--- config.mk ---
export PLATFORM = sky130hd
export DESIGN_NAME = pfl_ctrl
export DESIGN_NICKNAME = d
export VERILOG_FILES = /design/src/hw/rtl/pfl_pkg.sv /design/src/hw/rtl/pfl_ctrl.sv
export SDC_FILE = /design/constraint.sdc
export NUM_CORES = 1
export LEC_CHECK = 0
export ABC_AREA = 0
export BUFFER_PORTS_ARGS = -buffer_cell sky130_fd_sc_hd__buf_4
export CAP_MARGIN = 40
export CORE_AREA = 2 2 39 41
export CTS_BUF_LIST = sky130_fd_sc_hd__clkbuf_2 sky130_fd_sc_hd__clkbuf_4 sky130_fd_sc_hd__clkbuf_8
export DETAILED_ROUTE_END_ITERATION = 10
export DIE_AREA = 0 0 41 43
export MAX_ROUTING_LAYER = met4
export PLACE_DENSITY = 0.6
export SKIP_CTS_REPAIR_TIMING = 1
export SLEW_MARGIN = 20
export SYNTH_ARGS = -nofsm -noshare
export SYNTH_HDL_FRONTEND = slang
export SYNTH_SLANG_ARGS = --single-unit
--- constraint.sdc ---
create_clock -name clk -period 1.4 [get_ports clk]
set_input_delay 0.28 -clock clk [delete_from_list [all_inputs] [get_ports clk]]
set_output_delay 0.28 -clock clk [all_outputs]
set_load 0.03 [all_outputs]
--- src/hw/rtl/pfl_pkg.sv ---
// ----------------------------------------------------------------------------
// pfl_pkg: shared types and constants of the per-CPU page free-list allocator
// Sizes, status and operation codes, controller states, command/status bundles.
// ----------------------------------------------------------------------------
package pfl_pkg;

  localparam int NUM_CPUS   = 8;
  localparam int NUM_PAGES  = 32768;
  localparam int PAGE_BYTES = 4096;

  localparam int ADDR_W     = 40;
  localparam int CPU_ID_W   = 3;
  localparam int LIMIT_W    = 10;
  localparam int CPU_W      = (NUM_CPUS > 1) ? $clog2(NUM_CPUS) : 1;
  localparam int IDX_W      = $clog2(NUM_PAGES);
  localparam int PAGE_SHIFT = $clog2(PAGE_BYTES);
  localparam int PG_W       = ADDR_W - PAGE_SHIFT;
  localparam int IN_DATA_W  = ((CPU_ID_W + ADDR_W + 7) / 8) * 8;
  localparam int OUT_DATA_W = ((ADDR_W + 7) / 8) * 8;

  localparam logic [ADDR_W-1:0]  RST_REGION_START = ADDR_W'(64'd2147483648);
  localparam logic [ADDR_W-1:0]  RST_REGION_TOP   = ADDR_W'(64'd2281701376);
  localparam logic [LIMIT_W-1:0] RST_STEAL_LIMIT  = LIMIT_W'(100);

  typedef enum logic {
    FUNC_FREE  = 1'b0,
    FUNC_ALLOC = 1'b1
  } func_t;

  typedef enum logic [1:0] {
    ST_OK      = 2'd0,
    ST_OOM     = 2'd1,
    ST_BADFREE = 2'd2
  } status_t;

  typedef enum logic [1:0] {
    CFG_REGION_START = 2'd0,
    CFG_REGION_TOP   = 2'd1,
    CFG_STEAL_LIMIT  = 2'd2
  } cfg_reg_t;

  // Link word: a valid flag and a page index
  typedef struct packed {
    logic             vld;
    logic [IDX_W-1:0] idx;
  } link_t;

  typedef enum logic [3:0] {
    S_IDLE,
    S_FCHK,
    S_FPUSH,
    S_ASEL,
    S_POP,
    S_WREQ,
    S_WDAT,
    S_WEND,
    S_WFIX,
    S_WDONE,
    S_RESP
  } state_t;

  typedef enum logic [3:0] {
    OP_NONE,
    OP_LOAD,
    OP_FCHK,
    OP_FPUSH,
    OP_ASEL,
    OP_POP,
    OP_WREQ,
    OP_WDAT,
    OP_WEND,
    OP_WNULL,
    OP_WFIX,
    OP_WDONE
  } op_t;

  typedef struct packed {
    op_t  op;
    logic out_load;
  } dp_cmd_t;

  typedef struct packed {
    logic free_ok;
    logic own_vld;
    logic vict_found;
    logic walk_go;
    logic last_vld;
  } dp_stat_t;

  // Fold a raw CPU id into the range of CPUs
  function automatic logic [CPU_W-1:0] fold_cpu(input logic [CPU_ID_W-1:0] c);
    logic [7:0] r;
    r = 8'(c);
    for (int k = 0; k < (1 << CPU_ID_W); k++) begin
      if (r >= 8'(NUM_CPUS)) begin
        r = r - 8'(NUM_CPUS);
      end
    end
    return r[CPU_W-1:0];
  endfunction

endpackage

--- src/hw/rtl/pfl_ctrl.sv ---
// ----------------------------------------------------------------------------
// pfl_ctrl: request sequencer
// Steps one request at a time through free, pop and steal walks; owns the
// input and output handshakes.
// ----------------------------------------------------------------------------
module pfl_ctrl (
  input  logic              clk,
  input  logic              rst_n,
  input  logic              in_tvalid,
  input  logic              in_func,
  output logic              in_tready,
  output logic              out_tvalid,
  input  logic              out_tready,
  input  pfl_pkg::dp_stat_t stat,
  output pfl_pkg::dp_cmd_t  cmd
);

  pfl_pkg::state_t state_r, state_nxt;
  logic            out_vld_r, out_vld_nxt;

  always_ff @(posedge clk) begin
    if (!rst_n) begin
      state_r   <= pfl_pkg::S_IDLE;
      out_vld_r <= 1'b0;
    end else begin
      state_r   <= state_nxt;
      out_vld_r <= out_vld_nxt;
    end
  end

  always_comb begin
    state_nxt    = state_r;
    cmd.op       = pfl_pkg::OP_NONE;
    cmd.out_load = 1'b0;
    in_tready    = 1'b0;
    out_vld_nxt  = out_vld_r;
    if (out_vld_r && out_tready) begin
      out_vld_nxt = 1'b0;
    end
    unique case (state_r)
      pfl_pkg::S_IDLE: begin
        in_tready = 1'b1;
        if (in_tvalid) begin
          cmd.op    = pfl_pkg::OP_LOAD;
          state_nxt = (in_func == pfl_pkg::FUNC_ALLOC) ? pfl_pkg::S_ASEL : pfl_pkg::S_FCHK;
        end
      end
      pfl_pkg::S_FCHK: begin
        cmd.op    = pfl_pkg::OP_FCHK;
        state_nxt = pfl_pkg::S_FPUSH;
      end
      pfl_pkg::S_FPUSH: begin
        cmd.op    = pfl_pkg::OP_FPUSH;
        state_nxt = pfl_pkg::S_RESP;
      end
      pfl_pkg::S_ASEL: begin
        cmd.op = pfl_pkg::OP_ASEL;
        priority if (stat.own_vld) begin
          state_nxt = pfl_pkg::S_POP;
        end else if (stat.vict_found) begin
          state_nxt = pfl_pkg::S_WREQ;
        end else begin
          state_nxt = pfl_pkg::S_RESP;
        end
      end
      pfl_pkg::S_POP: begin
        cmd.op    = pfl_pkg::OP_POP;
        state_nxt = pfl_pkg::S_RESP;
      end
      pfl_pkg::S_WREQ: begin
        if (stat.walk_go) begin
          cmd.op    = pfl_pkg::OP_WREQ;
          state_nxt = pfl_pkg::S_WDAT;
        end else begin
          state_nxt = pfl_pkg::S_WEND;
        end
      end
      pfl_pkg::S_WDAT: begin
        cmd.op    = pfl_pkg::OP_WDAT;
        state_nxt = pfl_pkg::S_WREQ;
      end
      pfl_pkg::S_WEND: begin
        // A live tail link means the victim keeps the pages behind it
        if (stat.last_vld) begin
          cmd.op    = pfl_pkg::OP_WEND;
          state_nxt = pfl_pkg::S_WFIX;
        end else begin
          cmd.op    = pfl_pkg::OP_WNULL;
          state_nxt = pfl_pkg::S_WDONE;
        end
      end
      pfl_pkg::S_WFIX: begin
        cmd.op    = pfl_pkg::OP_WFIX;
        state_nxt = pfl_pkg::S_WDONE;
      end
      pfl_pkg::S_WDONE: begin
        cmd.op    = pfl_pkg::OP_WDONE;
        state_nxt = pfl_pkg::S_RESP;
      end
      pfl_pkg::S_RESP: begin
        // Hold until the output register is free
        if (!out_vld_r || out_tready) begin
          cmd.out_load = 1'b1;
          out_vld_nxt  = 1'b1;
          state_nxt    = pfl_pkg::S_IDLE;
        end
      end
      default: begin
        state_nxt = pfl_pkg::S_IDLE;
      end
    endcase
  end

  assign out_tvalid = out_vld_r;

endmodule

==> flow_metrics.env, run 1 <==
export IMPL_place_port_buffers=15
export IMPL_antenna_found_initial=0
export IMPL_syn2layout_area_growth_pct=67.1
export IMPL_yosysMostFrequentCell="nor2_1"
export IMPL_setup_viol=6
export IMPL_die_height_um=43
export IMPL_syn_area_per_cell_sq_um=6.92
export IMPL_numCtsBuffers=3
export IMPL_drc=0
export IMPL_violations="setup timing"
export IMPL_drtAntennaViolNets=0
export IMPL_irDropWorstVdd_v=0.00115
export IMPL_via_per_inst=5.06
export IMPL_yosysUniqueCellTypes=33
export IMPL_netlist_top_cells_area="dfxtp_1 (22%), nor2_1 (7.4%), o21ai_0 (5.5%)"
export IMPL_fin_crit_sh_pct=111
export IMPL_grt_pass1_vias=489
export IMPL_hp_class="in -> reg"
export IMPL_clock_skew_ns=0.00495
export IMPL_drtIter0Drc=5
export IMPL_arrival_ns=1.27
export IMPL_end_kind="primary output"
export IMPL_cp_slowest_stage_delay_ns=0.40
export IMPL_routabilityCongestion=0.757
export IMPL_fillCellCount=139
export IMPL_synth_top_area_share_pct=21.9
export IMPL_rsz0062_at_grt="true"
export IMPL_clock_sinks=5
export IMPL_ios=17
export IMPL_nets=105
export IMPL_drv_slew=0
export IMPL_async_flop_share_pct=0
export IMPL_yosys_warnings=0
export IMPL_dp_hpwl_um=952
export IMPL_grt_overflow=0
export IMPL_vias=557
export IMPL_worst_setup_path_start_kind="flip-flop"
export IMPL_relSlewSlack_pct=82.4
export IMPL_grt_pass1_wl_um=2090
export IMPL_syn_area_sq_um=457
export IMPL_reg2regPathDepth=5
export IMPL_clk_pin_slew_worst_paths_ns=0.05
export IMPL_dpl_cell_area_sq_um=676
export IMPL_ys_seq_area_share_pct=21.9
export IMPL_initial_utilization_pct=33.0
export IMPL_fmax_mhz=644
export IMPL_wire_per_inst_um=11.6
export IMPL_whs_ns=0.300
export IMPL_period_needed_ns=1.55
export IMPL_pre_cts_slack_ns=0.0294
export IMPL_diodes=0
export IMPL_fin_util_pct=55.2
export IMPL_cts_max_level=1
export IMPL_path_cells="inv_2, o21ai_1, a21oi_1, o21ai_2, buf_6"
export IMPL_p_leak_uw=0.000330
export IMPL_syn_inst=66
export IMPL_core_area_sq_mm=0.00138
export IMPL_worst_pin_slew_ns=0.263
export IMPL_maxCapViolations=0
export IMPL_cts_buffer_depth=2
export IMPL_clk_latency_ns=0.24
export IMPL_row_count=14
export IMPL_die_w_um=41
export IMPL_drive_gt1_share_pct=55.3
export IMPL_synth_largest_area_cell="dfxtp_1"
export IMPL_synth_edff_count=0
export IMPL_fin_area_sq_um=763
export IMPL_grt_max_degree=10
export IMPL_power_density_mw_per_mm2=2300
export IMPL_grt_usage_pct=17.1
export IMPL_hold_path_depth=2
export IMPL_dr_pass1_iters=4
export IMPL_clockRootBuffer="clkbuf_4"
export IMPL_status="finished, violations left"
export IMPL_cts_tree="yes"
export IMPL_dieArea_sq_mm=0.00176
export IMPL_netlist_top_cells_count="nor2_1 (9), nand2_1 (6), dfxtp_1 (5), o21ai_0 (5)"
export IMPL_synth_ff_type="dfxtp_1"
export IMPL_path_class="reg -> out"
export IMPL_finalHoldViolCount=0
export IMPL_cp_slowest_cell="dfxtp_4"
export IMPL_cp_max_fo=7
export IMPL_wirelength_um=1280
export IMPL_synth_nets=76
export IMPL_synth_seq_cells=5
export IMPL_fin_ws_ns=-0.154
export IMPL_cp_data_required_time_ns=1.12
## kinds of logic (layout without fill, tap and decap cells)
group                  Yosys count  count (layout)  synth area share (%)
AO/OA/AOI/OAI                   21              21                  30.4
XOR/XNOR                         1               1                  1.92
flip-flops                       5               5                  21.9
buffers and inverters           10              38                  12.6
AND/OR/NAND/NOR                 29              29                  33.2
## report_power, final
part	internal, uW	switching [uW]	total [uW]	leakage (uW)
sequential	216	108	323	0.0000434
clock	127	62.0	189	0.0000184
combinational	572	672	1240	0.000268
total	915	841	1760	0.000330
## cell type report
class                           instances  area, sq um  share of cell area, %
Multi-Input combinational cell         51          340                   44.6
Timing Repair Buffer                   29          241                   31.6
Sequential cell                         5          113                   14.8
Clock buffer                            4         30.0                   3.93
Tap cell                               16         20.0                   2.62
Inverter                                5         18.8                   2.46
## placed cells by master, fill, tap and decap left out, types with 2 or more instances in the layout
cell       n
a31oi_1    2
buf_4     25
o21ai_0    3
dfxtp_4    3
o21ai_1    4
nor2_1     4
inv_2      2
nor2_2     5
a21oi_1    3
o21ai_2    2
nand3_1    3
nand2_1    6
nor3_2     2
buf_6      3
inv_1      3
clkbuf_4   4
## through the flow
| step | instances | total power, uW | setup TNS, ns |
|---|---|---|---|
| 2_1_floorplan | 66 | 1040 | -0.0166 |
| 3_3_place_gp | 104 | 1390 | 0 |
| 3_5_place_dp | 104 | 1400 | 0 |
| 4_1_cts | 108 | 1590 | -1.14 |
| 5_1_grt | 110 | 1900 | -1.03 |
| 6_report | 110 | 1760 | -0.573 |
## path summary, 6_finish.rpt
path / start / to / slack (ns)
worst min register to register: state_r[2] / state_r[2] / 0.63
worst max register to register: state_r[2] / state_r[3] / 0.11
worst min-delay path: rst_n / state_r[3] / 0.30
worst max-delay path: state_r[1] / cmd[1] / -0.15
## layer usage
layer | wire length (um) | GRT usage (%) | vias to the layer above | share of wire (%)
met5 | 0 | - | - | 0
met4 | 0 | 2.00 | 0 | 0
met3 | 31 | 6.28 | 0 | 2.4
met2 | 647 | 24.7 | 10 | 51
met1 | 601 | 23.1 | 256 | 47
li1 | - | - | 291 | -
## critical path, delay by kind of cell, from the launching register on
| kind | cells | cell delay (ns) |
|---|---|---|
| DFF | 1 | 0.40 |
| AOI/OAI and AO/OA | 3 | 0.40 |
| buffers and inverters | 2 | 0.23 |
## state kept, by name (all words and copies together), names as in the netlist
signal      cells
out_tvalid      1
state_r         4
Note: power is estimated with default switching activity, not from simulation.
==> run 2: changes to the inputs <==
==> constraint.sdc (replaced) <==
create_clock -name clk -period 1.4 [get_ports clk]
set_input_delay 0.21 -clock clk [delete_from_list [all_inputs] [get_ports clk]]
set_output_delay 0.21 -clock clk [all_outputs]
set_load 0.03 [all_outputs]
==> run 2 against run 1 <==
Effect of this change:
- the flow still finishes with violations (setup timing)
- highest routed layer unchanged
- critical path type unchanged
- critical path depth decreased by 2
- via count decreased by 5.2%
- combinational power decreased by 4%
==> flow_metrics.env, run 2 (synthesis gave the netlist of run 1 again) <==
export IMPL_cts_buffer_depth=2
export IMPL_hold_path_startpoint="rst_n"
export IMPL_critical_path_cell_count=3
export IMPL_fin_ws_ns=-0.0545
export IMPL_clkPwrFrac_pct=11.0
export IMPL_dp_hpwl_um=905
export IMPL_wirelength_um=1160
export IMPL_dieArea_sq_mm=0.00176
export IMPL_finalHoldViolCount=0
export IMPL_cts_tree="yes"
export IMPL_pwr_share_comb_pct=71.4
export IMPL_reg2regPathDepth=5
export IMPL_fmax_mhz=688
export IMPL_r2r_start="state_r[0]"
export IMPL_regMostFlops="state_r"
export IMPL_wire_per_inst_um=11.0
export IMPL_cp_data_required_time_ns=1.19
export IMPL_cpLargestDelayFamily="simple AND/OR/NAND/NOR gates"
export IMPL_status="finished, violations left"
export IMPL_clock_skew_ns=0.00152
export IMPL_syn2layout_area_growth_pct=57.8
export IMPL_power_density_mw_per_mm2=2300
export IMPL_p_sw_uw=797
export IMPL_final_common_cell="buf_4"
export IMPL_grt_pass1_wl_um=1730
export IMPL_place_port_buffers=15
export IMPL_grt_pass1_vias=433
export IMPL_cp_slowest_cell="dfxtp_4"
export IMPL_fin_crit_sh_pct=104
export IMPL_fin_util_pct=52.1
export IMPL_arrival_ns=1.24
export IMPL_maxCapViolations=0
export IMPL_swShare_pct=48.0
export IMPL_clk_pin_slew_worst_paths_ns=0.04
export IMPL_crit_buf_inv=1
export IMPL_grt_usage_pct=14.8
export IMPL_violations="setup timing"
export IMPL_die_w_um=41
export IMPL_path_cells="nand2b_1, nor4_2, buf_4"
export IMPL_nets=101
export IMPL_cp_slowest_stage_delay_ns=0.36
export IMPL_largest_reg_flops=4
export IMPL_clockRootBuffer="clkbuf_4"
export IMPL_drtIter0Drc=20
export IMPL_relSlewSlack_pct=80.1
export IMPL_numCtsBuffers=3
export IMPL_path_class="reg -> out"
export IMPL_drive_gt1_share_pct=52.2
export IMPL_clock_sinks=5
export IMPL_grt_max_degree=14
export IMPL_cts_max_level=1
export IMPL_reg2reg_setup_slack_ns=0.17
export IMPL_seqPwrFrac_pct=17.6
export IMPL_row_count=14
export IMPL_initial_utilization_pct=33.0
export IMPL_dr_pass1_iters=6
export IMPL_worst_pin_slew_ns=0.298
export IMPL_hold_path_depth=2
export IMPL_dpl_cell_count=101
export IMPL_ios=17
export IMPL_cp_max_fo=8
export IMPL_drv_slew=0
export IMPL_final_cell_mix="buf_4 (23), nor2_1 (6), nand2_1 (6), clkbuf_4 (4)"
export IMPL_die_height_um=43
export IMPL_fin_cells=106
export IMPL_dpl_cell_area_sq_um=641
export IMPL_vias=528
export IMPL_period_needed_ns=1.45
export IMPL_setup_viol=5
export IMPL_hp_class="in -> reg"
export IMPL_via_per_inst=4.98
export IMPL_core_area_sq_mm=0.00138
export IMPL_rr_endpoint="state_r[3]"
export IMPL_end_kind="primary output"
export IMPL_diodes=0
export IMPL_drtAntennaViolNets=0
export IMPL_routabilityCongestion=0.824
export IMPL_p_int_uw=862
export IMPL_grt_overflow=0
export IMPL_irDropWorstVdd_v=0.00117
export IMPL_clk_latency_ns=0.24
export IMPL_worst_setup_path_start_kind="flip-flop"
export IMPL_p_leak_uw=0.000308
export IMPL_antenna_found_initial=0
export IMPL_fin_area_sq_um=721
export IMPL_rsz0062_at_grt="true"
export IMPL_holdPathEnd="out_tvalid"
export IMPL_drc=0
[run 2: cell type report]
class / instances / area [sq um]
timing repair buffer: 25 / 204
sequential: 5 / 113
fill: 140 / 663
inverter: 5 / 18.8
tap: 16 / 20.0
multi-input combinational: 51 / 335
clock buffer: 4 / 30.0
[run 2: worst max path at each step]
stage | start | endpoint | slack, ns
floorplan | state_r[0] | cmd[0] | -0.07
global placement | state_r[2] | cmd[4] | 0.1
detailed placement | state_r[2] | cmd[4] | 0.08
CTS | state_r[2] | cmd[4] | -0.18
global route | state_r[0] | cmd[2] | -0.12
finish | state_r[2] | cmd[0] | -0.05
[run 2: per-stage QoR]
stage | worst slack, ns | hold WS (ns) | power (uW) | setup TNS, ns
2_1_floorplan | -0.0678 | 0.328 | 992 | -0.0678
3_3_place_gp | 0.0971 | 0.472 | 1380 | 0
3_5_place_dp | 0.0815 | 0.461 | 1380 | 0
4_1_cts | -0.178 | 0.221 | 1570 | -0.734
5_1_grt | -0.121 | 0.234 | 1780 | -0.479
6_report | -0.0545 | 0.223 | 1660 | -0.142
[run 2: power groups by stage]
stage               clock, uW  sequential, uW  combinational [uW]
floorplan                   0             212                 780
global placement            0             264                1120
detailed placement          0             263                1120
CTS                       187             262                1120
global route              193             301                1290
finish                    182             291                1190
[run 2: layer usage]
layer,track usage [%],part of all wire [%],vias up
li1,-,-,282
met1,19.6,47,231
met5,-,0,-
met2,20.3,48,15
met4,2.00,0,0
met3,7.85,5.1,0
[run 2: worst register-to-register path: stages (launching register included)]
cell and delay [ns]:
dfxtp_2 0.35, buf_12 0.14, o21ai_2 0.06, a31oi_2 0.20
o21ai_1 0.08, o31a_1 0.28
